### src/hw/rtl/asp_pkg.sv
// Package for the atlas shelf packer: sizes, payload structs, status codes,
// register indexes and the controller state type. It depends on nothing.
package asp_pkg;

    localparam int MaxAtlases = 8;
    localparam int IdxW = (MaxAtlases > 1) ? $clog2(MaxAtlases) : 1;
    localparam int OpenW = $clog2(MaxAtlases + 1);

    localparam int DimW = 13;
    localparam int RectW = 12;
    localparam int SumW = 14;
    localparam int CfgIdxW = 2;

    localparam logic [DimW-1:0] AtlasDimReset = 13'd512;

    typedef enum logic [1:0] {
        ST_PLACED   = 2'd0,
        ST_EMPTY    = 2'd1,
        ST_TOO_BIG  = 2'd2,
        ST_NO_ATLAS = 2'd3
    } t_status;

    typedef enum logic [CfgIdxW-1:0] {
        CFG_ATLAS_WIDTH  = 2'd0,
        CFG_ATLAS_HEIGHT = 2'd1
    } t_cfg_idx;

    typedef struct packed {
        logic [11:0] rect_width;
        logic [11:0] rect_height;
    } t_rect;

    typedef struct packed {
        logic [1:0]  status;
        logic [2:0]  atlas_index;
        logic [11:0] pos_x;
        logic [11:0] pos_y;
    } t_result;

    typedef enum logic [1:0] {
        S_IDLE,
        S_CHECK,
        S_SCAN,
        S_OPEN
    } t_state;

    typedef struct packed {
        logic load;
        logic scan_next;
        logic commit_fit;
        logic open_new;
        logic emit_empty;
        logic emit_large;
        logic emit_full;
    } t_dp_cmd;

    typedef struct packed {
        logic is_empty;
        logic too_large;
        logic fits;
        logic last_open;
        logic all_open;
    } t_dp_stat;

endpackage

### src/hw/rtl/asp_ctrl.sv
// Controller state machine of the atlas shelf packer.
// Depends on asp_pkg for the state type and the command and status structs.
module asp_ctrl (
    input  logic              i_clk,
    input  logic              i_rst_n,
    input  logic              start,
    input  asp_pkg::t_dp_stat i_stat,
    output asp_pkg::t_dp_cmd  o_cmd,
    output logic              busy
);

    asp_pkg::t_state r_state;
    asp_pkg::t_state n_state;

    always_ff @(posedge i_clk) begin
        if (!i_rst_n) begin
            r_state <= asp_pkg::S_IDLE;
        end else begin
            r_state <= n_state;
        end
    end

    always_comb begin
        n_state = r_state;
        o_cmd   = '0;
        unique case (r_state)
            asp_pkg::S_IDLE: begin
                if (start) begin
                    o_cmd.load = 1'b1;
                    n_state    = asp_pkg::S_CHECK;
                end
            end
            asp_pkg::S_CHECK: begin
                if (i_stat.is_empty) begin
                    o_cmd.emit_empty = 1'b1;
                    n_state          = asp_pkg::S_IDLE;
                end else if (i_stat.too_large) begin
                    o_cmd.emit_large = 1'b1;
                    n_state          = asp_pkg::S_IDLE;
                end else begin
                    n_state = asp_pkg::S_SCAN;
                end
            end
            asp_pkg::S_SCAN: begin
                if (i_stat.fits) begin
                    o_cmd.commit_fit = 1'b1;
                    n_state          = asp_pkg::S_IDLE;
                end else if (i_stat.last_open) begin
                    n_state = asp_pkg::S_OPEN;
                end else begin
                    o_cmd.scan_next = 1'b1;
                end
            end
            asp_pkg::S_OPEN: begin
                if (i_stat.all_open) begin
                    o_cmd.emit_full = 1'b1;
                end else begin
                    o_cmd.open_new = 1'b1;
                end
                n_state = asp_pkg::S_IDLE;
            end
            default: begin
                n_state = asp_pkg::S_IDLE;
            end
        endcase
    end

    assign busy = (r_state != asp_pkg::S_IDLE);

endmodule

### src/hw/rtl/asp_datapath.sv
// Datapath of the atlas shelf packer: configuration registers, per-atlas
// cursors, the fit test for one atlas per cycle and the result register.
// Depends on asp_pkg.
module asp_datapath (
    input  logic                        i_clk,
    input  logic                        i_rst_n,
    input  asp_pkg::t_rect              i_rect,
    input  logic                        i_cfg_valid,
    input  logic [asp_pkg::CfgIdxW-1:0] i_cfg_index,
    input  logic [15:0]                 i_cfg_data,
    input  asp_pkg::t_dp_cmd            i_cmd,
    output asp_pkg::t_dp_stat           o_stat,
    output asp_pkg::t_result            o_result,
    output logic                        o_result_valid
);

    localparam int DW = asp_pkg::DimW;
    localparam int SW = asp_pkg::SumW;
    localparam int IW = asp_pkg::IdxW;
    localparam int OW = asp_pkg::OpenW;
    localparam int NA = asp_pkg::MaxAtlases;

    logic [DW-1:0] r_aw;
    logic [DW-1:0] r_ah;
    logic [DW-1:0] r_cursor [NA];
    logic [DW-1:0] r_shelf  [NA];
    logic [DW-1:0] r_filled [NA];
    logic [OW-1:0] r_open;
    logic [IW-1:0] r_idx;
    logic [11:0]   r_w;
    logic [11:0]   r_h;
    asp_pkg::t_result r_res;
    logic             r_res_valid;

    logic [SW-1:0] x_cur;
    logic [SW-1:0] top_cur;
    logic [SW-1:0] bot_cur;
    logic [SW-1:0] w_ext;
    logic [SW-1:0] h_ext;
    logic [SW-1:0] reach_x;
    logic          new_shelf;
    logic [SW-1:0] place_x;
    logic [SW-1:0] place_y;
    logic [SW-1:0] end_x;
    logic [SW-1:0] end_y;
    logic [IW-1:0] open_idx;
    asp_pkg::t_result n_res;
    logic             n_res_valid;

    always_comb begin
        w_ext     = SW'(r_w);
        h_ext     = SW'(r_h);
        x_cur     = SW'(r_cursor[r_idx]);
        top_cur   = SW'(r_shelf[r_idx]);
        bot_cur   = SW'(r_filled[r_idx]);
        reach_x   = x_cur + w_ext + SW'(1);
        new_shelf = (reach_x >= SW'(r_aw));
        place_x   = new_shelf ? SW'(1) : x_cur;
        place_y   = new_shelf ? (bot_cur + SW'(1)) : top_cur;
        end_x     = place_x + w_ext + SW'(1);
        end_y     = place_y + h_ext + SW'(1);
        open_idx  = r_open[IW-1:0];

        o_stat.is_empty  = (r_w == '0) || (r_h == '0);
        o_stat.too_large = ((w_ext + SW'(2)) >= SW'(r_aw)) ||
                           ((h_ext + SW'(2)) >= SW'(r_ah));
        o_stat.fits      = (end_y < SW'(r_ah));
        o_stat.last_open = ((OW'(r_idx) + OW'(1)) == r_open);
        o_stat.all_open  = (r_open == OW'(NA));
    end

    always_comb begin
        n_res       = '0;
        n_res_valid = 1'b1;
        if (i_cmd.commit_fit) begin
            n_res.status      = asp_pkg::ST_PLACED;
            n_res.atlas_index = 3'(r_idx);
            n_res.pos_x       = place_x[11:0];
            n_res.pos_y       = place_y[11:0];
        end else if (i_cmd.open_new) begin
            n_res.status      = asp_pkg::ST_PLACED;
            n_res.atlas_index = 3'(open_idx);
            n_res.pos_x       = 12'd1;
            n_res.pos_y       = 12'd1;
        end else if (i_cmd.emit_empty) begin
            n_res.status = asp_pkg::ST_EMPTY;
        end else if (i_cmd.emit_large) begin
            n_res.status = asp_pkg::ST_TOO_BIG;
        end else if (i_cmd.emit_full) begin
            n_res.status = asp_pkg::ST_NO_ATLAS;
        end else begin
            n_res_valid = 1'b0;
        end
    end

    always_ff @(posedge i_clk) begin
        if (!i_rst_n) begin
            r_aw        <= asp_pkg::AtlasDimReset;
            r_ah        <= asp_pkg::AtlasDimReset;
            r_open      <= OW'(1);
            r_idx       <= '0;
            r_res_valid <= 1'b0;
            for (int i = 0; i < NA; i++) begin
                r_cursor[i] <= DW'(1);
                r_shelf[i]  <= DW'(1);
                r_filled[i] <= DW'(1);
            end
        end else begin
            r_res_valid <= n_res_valid;
            if (i_cfg_valid) begin
                if (i_cfg_index == asp_pkg::CFG_ATLAS_WIDTH) begin
                    r_aw <= i_cfg_data[DW-1:0];
                end else if (i_cfg_index == asp_pkg::CFG_ATLAS_HEIGHT) begin
                    r_ah <= i_cfg_data[DW-1:0];
                end
            end
            if (i_cmd.load) begin
                r_idx <= '0;
            end else if (i_cmd.scan_next) begin
                r_idx <= r_idx + IW'(1);
            end
            if (i_cmd.commit_fit) begin
                r_cursor[r_idx] <= end_x[DW-1:0];
                r_shelf[r_idx]  <= place_y[DW-1:0];
                if (end_y > bot_cur) begin
                    r_filled[r_idx] <= end_y[DW-1:0];
                end
            end
            if (i_cmd.open_new) begin
                r_cursor[open_idx] <= DW'(w_ext + SW'(2));
                r_shelf[open_idx]  <= DW'(1);
                r_filled[open_idx] <= DW'(h_ext + SW'(2));
                r_open             <= r_open + OW'(1);
            end
        end
    end

    always_ff @(posedge i_clk) begin
        if (i_cmd.load) begin
            r_w <= i_rect.rect_width;
            r_h <= i_rect.rect_height;
        end
        r_res <= n_res;
    end

    assign o_result       = r_res;
    assign o_result_valid = r_res_valid;

endmodule

### src/hw/rtl/atlas_shelf_packer.sv
// Top level of the atlas shelf packer: joins the controller and the datapath.
// Depends on asp_pkg, asp_ctrl and asp_datapath.
//
// Usage: drive i_rect and raise start while busy is low; the transaction is
// taken at that edge and busy rises on the next cycle. Exactly one result
// follows per transaction, shown on o_result for one cycle with o_result_valid
// high. The receiver cannot stall, so the result must be captured then.
// After the accepting edge the controller checks the rectangle and reports an
// empty or oversized one from that check; otherwise it scans the open atlases
// from atlas 0 until one fits, and after the last open one it opens a new atlas
// for it or reports that none is left. The scan visits one atlas per cycle
// through a single cursor lookup and fit test. busy falls in the cycle the result
// register loads, so the next transaction may be taken while the result shows.
// Configuration: i_cfg_index 0 writes the atlas width, 1 the atlas height, other
// indexes are ignored; o_cfg_ready is always high and writes belong to idle time.
// Reset (synchronous, active low) sets both dimensions to 512, all atlas cursors
// to 1 and one atlas open.
module atlas_shelf_packer (
    input  logic                        i_clk,
    input  logic                        i_rst_n,
    input  logic                        start,
    output logic                        busy,
    input  asp_pkg::t_rect              i_rect,
    output asp_pkg::t_result            o_result,
    output logic                        o_result_valid,
    input  logic                        i_cfg_valid,
    output logic                        o_cfg_ready,
    input  logic [asp_pkg::CfgIdxW-1:0] i_cfg_index,
    input  logic [15:0]                 i_cfg_data
);

    asp_pkg::t_dp_cmd  cmd;
    asp_pkg::t_dp_stat stat;

    assign o_cfg_ready = 1'b1;

    asp_ctrl u_ctrl (
        .i_clk   (i_clk),
        .i_rst_n (i_rst_n),
        .start   (start),
        .i_stat  (stat),
        .o_cmd   (cmd),
        .busy    (busy)
    );

    asp_datapath u_datapath (
        .i_clk          (i_clk),
        .i_rst_n        (i_rst_n),
        .i_rect         (i_rect),
        .i_cfg_valid    (i_cfg_valid),
        .i_cfg_index    (i_cfg_index),
        .i_cfg_data     (i_cfg_data),
        .i_cmd          (cmd),
        .o_stat         (stat),
        .o_result       (o_result),
        .o_result_valid (o_result_valid)
    );

    a_result_from_job: assert property (@(posedge i_clk) disable iff (!i_rst_n)
        o_result_valid |-> $past(busy))
        else $error("result strobe without a running transaction");

    a_status_fields_zero: assert property (@(posedge i_clk) disable iff (!i_rst_n)
        (o_result_valid && (o_result.status != asp_pkg::ST_PLACED)) |->
        ((o_result.atlas_index == '0) && (o_result.pos_x == '0) &&
         (o_result.pos_y == '0)))
        else $error("non-placed result carries a position");

    a_start_goes_busy: assert property (@(posedge i_clk) disable iff (!i_rst_n)
        (start && !busy) |=> busy)
        else $error("accepted transaction did not start the controller");

    a_single_command: assert property (@(posedge i_clk) disable iff (!i_rst_n)
        $onehot0(cmd))
        else $error("controller issued more than one command");

endmodule

### config.mk
export PLATFORM = sky130hd
export DESIGN_NAME = atlas_shelf_packer
export DESIGN_NICKNAME = d
export VERILOG_FILES = /design/src/hw/rtl/asp_pkg.sv /design/src/hw/rtl/asp_ctrl.sv /design/src/hw/rtl/asp_datapath.sv /design/src/hw/rtl/atlas_shelf_packer.sv
export SDC_FILE = /design/constraint.sdc
export NUM_CORES = 1
export LEC_CHECK = 0
export BUFFER_PORTS_ARGS = -buffer_cell sky130_fd_sc_hd__clkbuf_2
export CAP_MARGIN = 20
export CORE_AREA = 2 2 233 235
export CTS_CLUSTER_SIZE = 40
export DETAILED_ROUTE_END_ITERATION = 10
export DIE_AREA = 0 0 235 237
export SLEW_MARGIN = 20
export SYNTH_ARGS = -nofsm -noshare
export SYNTH_HDL_FRONTEND = slang
export SYNTH_SLANG_ARGS = --single-unit
### constraint.sdc
create_clock -name i_clk -period 13.24 [get_ports i_clk]
set_clock_uncertainty 0.1 [all_clocks]
set_input_delay 0 -clock i_clk [delete_from_list [all_inputs] [get_ports i_clk]]
set_output_delay 0 -clock i_clk [all_outputs]
set_load 0.02 [all_outputs]
Word-level counts from Yosys, hierarchy flattened --
Memory sizes are Yosys's and may differ from the RTL's. A register that Yosys moved wholly into a read port is not among the register bits. Cells that the tools add are included.
Word-level totals: memory bits (writable) 312, flip-flop bits (word level) 89, output and inout bits 32, memories kept 3, input bits 46, logic and storage cells 129
Operators by class: equality and inequality tests 8, multiplexer cells 67, add/sub/neg operators 12, reductions and logical operators 19, $lt $le $gt $ge 5, bitwise gates (word level) 2
Memory list:
- u_datapath.r_cursor | depth 8, bits a word 13, read ports 1, clocked after Yosys merged registers in 1, wr ports 8, line asp_datapath.sv:25 | logic [DW-1:0] r_cursor [NA];
- u_datapath.r_filled | depth 8, bits a word 13, read ports 1, clocked after Yosys merged registers in 1, wr ports 8, line asp_datapath.sv:27 | logic [DW-1:0] r_filled [NA];
- u_datapath.r_shelf | depth 8, bits a word 13, read ports 1, clocked after Yosys merged registers in 1, wr ports 8, line asp_datapath.sv:26 | logic [DW-1:0] r_shelf [NA];
Operators with widths (count):
- 13-bit 2-to-1 mux | 7
- 13-bit OR reduction | 6
- 27-bit 2-to-1 mux | 2
- 14-bit by 13-bit >= comparator with 1-bit output | 3
- 3-bit 2-to-1 mux | 12
- 1-bit 2-to-1 mux | 35
- 14-bit by 1-bit adder with 14-bit output, second input constant | 2
- 12-bit by 2-bit adder with 13-bit output, second input constant | 2
- 12-bit logical NOT | 2
- 2-bit 2-to-1 mux | 9
- 13-bit by 1-bit adder with 14-bit output, second input constant | 1
- 13-bit by 12-bit adder with 14-bit output | 1
- 14-bit by 12-bit adder with 14-bit output | 1
- 14-bit by 13-bit > comparator with 1-bit output | 1
- 14-bit by 13-bit < comparator with 1-bit output | 1
- 14-bit 2-to-1 mux | 1
- 13-bit by 1-bit adder with 13-bit output, second input constant | 1
- 13-bit by 12-bit adder with 13-bit output | 1
- 2-bit case mux with 4 select lines | 1
- 3-bit by 1-bit adder with 4-bit output, second input constant | 1
- 4-bit by 1-bit adder with 4-bit output, second input constant | 1
- 2-bit by 1-bit == test with 1-bit output, second input constant | 2
- 2-bit == test, second input constant | 2
- 4-bit == test | 1
- 12 further kinds | 17

Logic depth before layout (Yosys ltp) --
depth after elaboration 15, mapped depth 49, depth with buffers taken out 40

Cells and area by module --
From an unflattened synthesis, not the netlist that was laid out.
Second synthesis, totals: cell total of the unflattened synthesis 1790, area, all modules 20916.3 sq um
Modules (own cells, without submodules):
- asp_datapath | seq. area each 10369.9 sq um, cells each 1768, instances 1, area each 20738.6 sq um
- asp_ctrl | seq. area each 40.0 sq um, cells each 20, instances 1, area each 166.4 sq um
- atlas_shelf_packer | seq. area each 0.0 sq um, cells each 2, instances 1, area each 11.3 sq um

Least setup slack after synthesis --
OpenSTA, ideal clock, no wires.
kind reg2reg, from register with a tool-made name, to memory u_datapath.r_cursor[0][0] (netlist name), enable pin, stages on the path, launching flop included 43, slack 2.222 ns, arrival time 10.500 ns, setup time 0.418 ns, buffers on the path 7, period minus slack after synthesis 11.018 ns, data required time 12.722 ns, path through dfxtp_1 -> buf_6 -> buf_2 -> buf_2 -> clkbuf_1 -> buf_2 -> mux4_2 -> mux2i_1 -> inv_1 -> ha_1 -> a2111oi_0 -> nand2b_1 -> and3_1 -> o21ai_0 -> a21oi_1 -> o21ai_0 -> nand2b_1 -> xor2_1 -> [7 not listed] -> o21ai_1 -> ha_1 -> fa_1 -> nor2b_1 -> o31a_1 -> o2111ai_1 -> nand2_1 -> a31oi_1 -> o21ai_0 -> xnor2_1 -> ha_1 -> o21a_1 -> o22ai_1 -> o41ai_4 -> nor4_4 -> buf_6 -> nor2_2 -> a21oi_1
RTL lines (line):
- end: declaration | asp_datapath.sv:25

==> reports/metrics.yaml <==
status: "completed"
htreeDepth: 2
slew_violations: 0
multi_input_area_um2: 9040
tightest_slew_ns: 0.998
crit_family: "compound AO/OA/AOI/OAI gates"
ys_ff_latch: 404
cellPowerDensity_nw_per_um2: 135
final_hold_viol_count: 0
path_clk_slew_ns: 0.06
min_period_ns: 11.31
fmax_mhz: 88.4
die_x_um: 235
synth_edf_count: 336
io_buffers: 73
rows: 85
synth_cell_types: 76
syn_avg_cell_area_um2: 11.8
switching_power_mw: 0.922
synthArstFlopShare_pct: 0
dieArea_um2: 55700
cts_resized: 0
worstSetupPathType: "flop to flop"
overflow: 0
drive_gt1_share_pct: 15.6
yosysWarnings: 0
ctsRootBufferMaster: "clkbuf_16"
numCtsBuffers: 45
power_frac_comb_pct: 18.4
grt_usage_pct: 20.9
slew_headroom_pct: 32.8
ys.flop_type: "edfxtp_1"
routed_wl_um: 58200
vias_per_cell: 5.55
power_frac_clock_pct: 37.6
dp_hpwl_um: 40500
critPathSlowestCell: "dfxtp_4"
core_um2: 53300
ant_nets: 0
gp_congestion: 0.961
syn_area_um2: 21000
register_area_um2: 11500
hold_path_class: "input port to flop"
crit_path_max_fanout: 33
swShare_pct: 28.2
cts.sinks: 404
grt_pass1_vias: 14711
n_fill_cell: 4820
antenna_cells: 0
final_common_cell: "nor2_1"
clock_latency_ns: 0.58
cp.required_ns: 13.40
ir_worst_vdd_mv: 0.0937
critPathArrivalTime_ns: 11.47
layout_setup_ws_ns: 1.93
final_cell_mix: "366 x nor2_1, 336 x edfxtp_1, 146 x nand2_1, 106 x ha_1, 76 x inv_1"
pre_cts_slack_ns: 2.03
area_growth_pct: 15.0
start_util_pct: 39.5
intPower_mw: 2.35
fin_tns_setup_ns: 0
grt_antenna_before_repair: 0
final.period_utilization_pct: 85.5
synth_nets: 1934
drc_errors: 0
slowest_delay_ns: 0.81
cp_common_cell: "ha_1"
first_pass_iters: 6
drt_iter0_markers: 1428
rsz0062_at_grt: "no"
cp_num_buf_inv: 4
end_kind: "flop"
grt_first_pass_wirelength_um: 88500
clockBufferDepth: 3
leakage_nw: 8.65
worstSetupStartpointType: "flop"
wl_per_cell_um: 22.1
cts_tree: "built"
power_frac_seq_pct: 44.0
ys_seq_area_share_pct: 54.4
synthCells: 1779
num_vias: 14612
grt_max_degree: 51
maxCapViolations: 0
io_pins: 78
nNetsFinal: 2057
die_y_um: 237
setup_violations: 0
[power groups by stage]
stage               clock network [mW]  registers, mW  logic (mW)
floorplan                            0           1.46       0.408
global placement                     0           1.46       0.570
detailed placement                   0           1.47       0.582
CTS                               1.25           1.44       0.597
global route                      1.30           1.44       0.666
finish                            1.23           1.44       0.601
[what timing repair did]
item                                   4_1_cts  5_1_grt
buffers inserted                             0        0
hold buffers                                50        0
setup endpoints to repair                    0        0
endpoints found under the hold margin       57        0
[cell usage after synthesis (all sizes together) (9+ instances only)]
| cell type | instances | area (µm²) |
|---|---|---|
| nor2 | 369 | 1400 |
| edfxtp | 336 | 10100 |
| nand2 | 146 | 548 |
| ha | 106 | 1330 |
| inv | 78 | 293 |
| mux4 | 78 | 1780 |
| a21oi | 77 | 385 |
| dfxtp | 68 | 1360 |
| o21ai | 48 | 251 |
| mux2i | 45 | 474 |
| xnor2 | 42 | 368 |
| buf | 38 | 236 |
| clkbuf | 38 | 143 |
| nor3 | 38 | 190 |
| nand3 | 29 | 150 |
| nand4 | 22 | 138 |
| a21o | 20 | 150 |
| xor2 | 20 | 175 |
| nor2b | 14 | 87.6 |
| or2 | 14 | 87.6 |
| a22oi | 13 | 221 |
| nand2b | 13 | 81.3 |
| o21a | 13 | 97.6 |
| nor4 | 12 | 105 |
| o211ai | 10 | 80.1 |
| and3 | 9 | 56.3 |
[worst register-to-register path, delay by kind of cell, from the launching register on]
kind | cells | cell delay [ns]
simple gates | 6 | 0.99
xor+xnor | 2 | 0.63
buf+inv | 4 | 0.99
flops | 1 | 0.81
mux | 2 | 0.98
compound gates | 18 | 4.83
fa+ha+maj | 5 | 1.68
[metal layers]
| layer | part of all wire [%] | track usage, % | vias up | routed length, µm |
|---|---|---|---|---|
| li1 | - | - | 6737 | - |
| met3 | 5.4 | 3.04 | 98 | 3130 |
| met1 | 43 | 27.9 | 7307 | 25200 |
| met4 | 2.9 | 6.62 | 0 | 1670 |
| met2 | 49 | 35.0 | 470 | 28200 |
| met5 | 0 | 0 | - | 0 |
[cells by family (layout without fill, tap and decap cells)]
group / count (synthesis) / count (layout) / share of synthesized area, %
XOR/XNOR: 62 / 62 / 2.58
flip-flops: 404 / 404 / 54.4
AO/OA/AOI/OAI: 230 / 230 / 7.74
other: 1 / 1 / 0.0178
multiplexers: 128 / 128 / 11.0
adder cells (fa/ha/maj): 109 / 109 / 6.59
AND/OR/NAND/NOR: 691 / 691 / 14.5
buffers and inverters: 154 / 312 / 3.19
[cell type report]
class | count | share of cell area [%]
Sequential cell | 404 | 47.4
Clock inverter | 19 | 0.838
Tap cell | 696 | 3.60
Multi-Input combinational cell | 1221 | 37.4
Timing Repair Buffer | 152 | 4.51
Clock buffer | 63 | 5.10
Inverter | 78 | 1.21
[sequential cells by signal, summed over array words and instances, names as in the netlist, 2 cells and up, named ones only]
register	flops
u_datapath.r_aw	13
u_datapath.r_ah	13
u_datapath.r_w	12
u_datapath.r_h	12
u_ctrl.r_state	2
u_datapath.r_filled	104
u_datapath.o_result	29
u_datapath.r_shelf	104
u_datapath.r_idx	3
u_datapath.r_cursor	104
u_datapath.r_open	4
[stage by stage]
step	cells	area (µm²)	hold slack, ns	power, mW	util (%)
3_5_place_dp	2500	22200	0.0786	2.05	41.7
5_1_grt	2633	24200	0.0279	3.41	45.4
2_1_floorplan	1779	21000	-0.00113	1.87	-
4_1_cts	2632	24200	0.00426	3.29	45.4
6_report	2633	24200	0.0349	3.27	45.4
3_3_place_gp	2500	22200	0.0775	2.03	41.7
[worst paths after layout]
| kind | start | end | slack, ns | cells after the start |
|---|---|---|---|---|
| worst max register to register | flop | u_datapath.r_filled[1][10] | 1.93 | 37 |
| worst min-delay path | i_rect[21] | u_datapath.r_w[9] | 0.03 | 2 |
| worst max-delay path | flop | u_datapath.r_filled[1][10] | 1.93 | 37 |
| worst min register to register | u_datapath.r_ah[8] | u_datapath.r_ah[8] | 0.36 | 2 |
Power figures use the tool's default switching activity.
